**src/design/ideq_pkg.sv**
```systemverilog
// ideq_pkg: shared types and constants for the indexed deque with membership
// holds beat structs, op and error codes, controller states and default sizes
// no dependencies
package ideq_pkg;

  localparam int unsigned ENTRY_COUNT_DEF = 1024;
  localparam int unsigned INDEX_W         = 10;
  localparam int unsigned COUNT_W         = 11;
  localparam int unsigned OP_W            = 3;
  localparam int unsigned ERR_W           = 2;

  typedef enum logic [OP_W-1:0] {
    OP_PUSH_FRONT = 3'd0,
    OP_PUSH_BACK  = 3'd1,
    OP_POP_FRONT  = 3'd2,
    OP_POP_BACK   = 3'd3,
    OP_REMOVE     = 3'd4,
    OP_QUERY      = 3'd5,
    OP_CLEAR      = 3'd6
  } op_e;

  typedef enum logic [ERR_W-1:0] {
    ERR_OK      = 2'd0,
    ERR_PRESENT = 2'd1,
    ERR_EMPTY   = 2'd2,
    ERR_ABSENT  = 2'd3
  } err_e;

  typedef enum logic [1:0] {
    ST_SWEEP = 2'd0,
    ST_IDLE  = 2'd1,
    ST_EXEC  = 2'd2
  } state_e;

  typedef struct packed {
    logic [OP_W-1:0]    op;
    logic [INDEX_W-1:0] index;
  } req_t;

  typedef struct packed {
    logic [INDEX_W-1:0] front_index;
    logic [INDEX_W-1:0] back_index;
    logic [COUNT_W-1:0] item_count;
    logic               is_empty;
    logic               is_full;
    logic               is_member;
    logic [ERR_W-1:0]   error_code;
  } rsp_t;

  typedef struct packed {
    logic capture;
    logic execute;
    logic sweep;
  } cmd_t;

  typedef struct packed {
    logic op_clear;
    logic sweep_last;
  } status_t;

endpackage

```
**src/design/ideq_ctrl.sv**
```systemverilog
// ideq_ctrl: controller state machine for the indexed deque
// sequences capture, execute and the membership clearing sweep
// depends on ideq_pkg
module ideq_ctrl (
  input  logic              clk_i,
  input  logic              rst_ni,
  input  logic              start,
  input  ideq_pkg::status_t status_i,
  output ideq_pkg::cmd_t    cmd_o,
  output logic              busy
);
  import ideq_pkg::*;

  state_e state_q, state_d;

  always_ff @(posedge clk_i or negedge rst_ni) begin
    if (!rst_ni) begin
      state_q <= ST_SWEEP;
    end else begin
      state_q <= state_d;
    end
  end

  always_comb begin
    state_d = state_q;
    cmd_o   = '0;
    busy    = 1'b1;
    case (state_q)
      ST_SWEEP: begin
        cmd_o.sweep = 1'b1;
        if (status_i.sweep_last) begin
          state_d = ST_IDLE;
        end
      end
      ST_IDLE: begin
        busy = 1'b0;
        if (start) begin
          cmd_o.capture = 1'b1;
          state_d       = ST_EXEC;
        end
      end
      ST_EXEC: begin
        cmd_o.execute = 1'b1;
        state_d       = status_i.op_clear ? ST_SWEEP : ST_IDLE;
      end
      default: begin
        state_d = ST_SWEEP;
      end
    endcase
  end

endmodule

```
**config.mk**
```make
export PLATFORM = sky130hd
export DESIGN_NAME = ideq_ctrl
export DESIGN_NICKNAME = d
export VERILOG_FILES = /design/src/design/ideq_pkg.sv /design/src/design/ideq_ctrl.sv
export SDC_FILE = /design/constraint.sdc
export NUM_CORES = 1
export LEC_CHECK = 0
export BUFFER_PORTS_ARGS = -buffer_cell sky130_fd_sc_hd__clkbuf_2
export CORE_AREA = 2 2 39 41
export DETAILED_ROUTE_END_ITERATION = 10
export DIE_AREA = 0 0 41 43
export GPL_ROUTABILITY_DRIVEN = 0
export PLACE_DENSITY_LB_ADDON = 0.12
export SYNTH_ARGS = -nofsm -noshare
export SYNTH_HDL_FRONTEND = slang
export SYNTH_SLANG_ARGS = --single-unit
```
**constraint.sdc**
```tcl
create_clock -name clk_i -period 1.76 [get_ports clk_i]
set_input_delay 0.264 -clock clk_i [delete_from_list [all_inputs] [get_ports clk_i]]
set_output_delay 0.264 -clock clk_i [all_outputs]
set_load 0.005 [all_outputs]
```
==> run_results.csv <==
group,metric,value,unit
status,status,"complete, no violations",
sta,slew_violations,0,
die,ios,9,
worst_setup_path,crit_path_start_kind,"flip-flop",
worst_setup_path,r2r-end,"state_q[0]",
clocking,cts_tree,"yes",
detailed_routing,wl,298,microns
final_layout,area_delta_synth_final,89.16,%
global_routing,grt_pass1_wl,434,microns
sta,fin_crit_sh,73.27,%
clocking,clk_root_buffer_cell,"clkbuf_4",
sta,tightest_slew,156.2,ps
worst_setup_path,cp_max_fo,5,
clocking,clock_path_buffers,2,
final_layout,nets,31,
die,dieArea,0.001763,sq mm
clocking,cts_setup_buffers,0,
die,fp.coreArea,0.001384,sq mm
die,row_count,14,
sta,slew_headroom,89.59,%
pwr,switchingPower,0.00009657,W
synthesis,syn_nets,17,
synthesis,synthCells,12,
sta,rsz0062_at_grt,"false",
final_layout,diodes,0,
worst_setup_path,end_kind,"primary output",
detailed_routing,detail-route-antenna-nets,0,
clocking,h-tree-depth,1,
global_routing,antenna_found_initial,0,
die,die_h,43,microns
die,die_w,41,microns
pwr,share_comb_of_total_power,36.5,%
synthesis,synth-main-ff-cell,"dfrtp_1",
global_routing,grt_pass1_vias,112,
final_layout,reg_top3,"state_q (2)",
place,dpl.hpwl,229.3,microns
die,initial_core_util,7.505,%
run,max_cap_violations,0,
min_path,holdPathStages,3,
place,io_buffers,8,
detailed_routing,drc,0,
final_layout,drive_gt1_share,45.83,%
global_routing,grt_max_degree,7,
synthesis,synthArstFlopShare,100.0,%
sta,max_freq,775.4,MHz
synthesis,synth_edf_count,0,
global_routing,grt_overflow,0,
synthesis,yosys_warnings,0,
worst_setup_path,regToRegStartpoint,"state_q[0]",
detailed_routing,vias_per_cell,2.925,
clocking,cts_sinks,2,
synthesis,synth_top_area_share,48.19,%
pwr,cellLeakagePower,0.1010,nW
detailed_routing,first_iter_violations,0,
clocking,clkLatencyLatePin,220,ps
sta,setup_violations,0,
sta,fin_ws,470.4,ps
worst_setup_path,reg2reg_depth,2,
global_routing,grt_use_total,4.418,%
worst_setup_path,worstPathRequired,1500,ps
pwr,ir_drop,0.3550,mV
sta,setup-tns-final,0,ps
detailed_routing,dr_total_vias,117,
synthesis,synth.area.top_cells,"dfrtp_1 48%, nor2b_1 18%, nor2_1 11%",
sta,hold_violations,0,
sta,min_period,1290,ps
pwr,p_int,0.0001981,W
synthesis,synth_cell_types,7,
pwr,switching_share,32.77,%
final_layout,final_cell_area,196.4,sq um
pwr,seqPwrFrac,29.7,%
sta,hold_slack,287.0,ps
detailed_routing,dr.pass1.iters,1,
pwr,clock_power_share,33.8,%
worst_setup_path,path_class,"reg -> out",
min_path,hp-start,"start",
min_path,worstHoldEndpoint,"state_q[1]",
min_path,hold_path_class,"in -> reg",
synthesis,syn-cell-area,103.9,sq um
final_layout,fillers,157,
synthesis,synth_common_cells,"3 x nor2_1, 3 x nor2b_1, 2 x dfrtp_1",
synthesis,ys_seq_area_share,48.19,%
worst_setup_path,r2r_slack,810,ps
final_layout,regMostFlops,"state_q",
worst_setup_path,worstPathArrival,1030,ps
clocking,path_clk_slew,30,ps
clocking,cts_buffers,3,
synthesis,synth.avg_cell_area,8.654,sq um
final_layout,largest_register_ffs,2,
synthesis,yosysTopAreaCell,"dfrtp_1",
pwr,total_power,0.0002947,W
place,pre_cts_slack,711.7,ps
detailed_routing,wl_per_cell,7.450,microns
synthesis,synth-seq-cells,2,
place,place_area,163.9,sq um
sta,fin_skew,1.335,ps
pwr,p_per_area,1500,mW/mm^2
power by group through the flow:
stage | Clock (W) | Combinational [W] | Sequential, W
final | 0.0000995 | 0.000108 | 0.0000875
after global routing | 0.000111 | 0.000124 | 0.0000934
after CTS | 0.000106 | 0.000108 | 0.0000879
after detailed placement | 0 | 0.000105 | 0.0000887
after global placement | 0 | 0.000107 | 0.0000875
after floorplan | 0 | 0.0000564 | 0.0000830
area by class of cell:
type | count | area, sq um | share of cell area, %
clock buffer | 3 | 22.52 | 11.46
timing repair buffer | 9 | 50.05 | 25.48
tap | 16 | 20.02 | 10.19
inverter | 1 | 3.754 | 1.911
sequential | 2 | 50.05 | 25.48
multi-input combinational | 9 | 50.05 | 25.48
routing by layer:
metal  global-route usage, %  up-vias  part of all wire [%]
met3                   4.188        0                    20
met5                       0        -                     0
met2                   2.813        9                    31
met1                   4.823       45                    49
met4                   8.000        0                     0
li1                        -       63                     -
worst max-delay path by stage:
stage	start	to	slack [ps]	cells past startpoint
after global routing	state_q[1]	cmd_o[2]	350	3
after CTS	state_q[1]	cmd_o[2]	460	3
after floorplan	state_q[1]	cmd_o[2]	820	2
after global placement	state_q[1]	cmd_o[2]	720	3
after detailed placement	state_q[1]	cmd_o[2]	710	3
final	state_q[1]	cmd_o[2]	470	3
critical path, stage by stage (launching register included):
cell	delay, ps
dfrtp_1	400
nand2b_1	190
nor2_1	100
clkbuf_2	120
repair_timing:
| action | in CTS | in global routing |
|---|---|---|
| gates resized for setup | 0 | 0 |
| hold buffers | 1 | 0 |
| hold endpoints to repair | 2 | 0 |
cell families after synthesis:
group,after synthesis,synth area share (%)
AND/OR/NAND/NOR,7,34.94
buffers and inverters,1,3.611
flip-flops,2,48.19
AO/OA/AOI/OAI,2,13.25
through the flow:
stage | util [%] | std cells
global route | 14.20 | 40
global placement | 11.84 | 36
detailed placement | 11.84 | 36
finish | 14.20 | 40
floorplan | - | 12
CTS | 14.20 | 40
cells in the final DEF (no fill, tap or decap):
cell	n
o31a_1	1
o21ai_0	1
dlygate4sd3_1	1
inv_1	1
clkbuf_2	8
nand2b_1	1
dfrtp_1	2
nor2_1	3
nor2b_1	3
clkbuf_4	3
No activity file was read; power rests on OpenSTA's default activity.
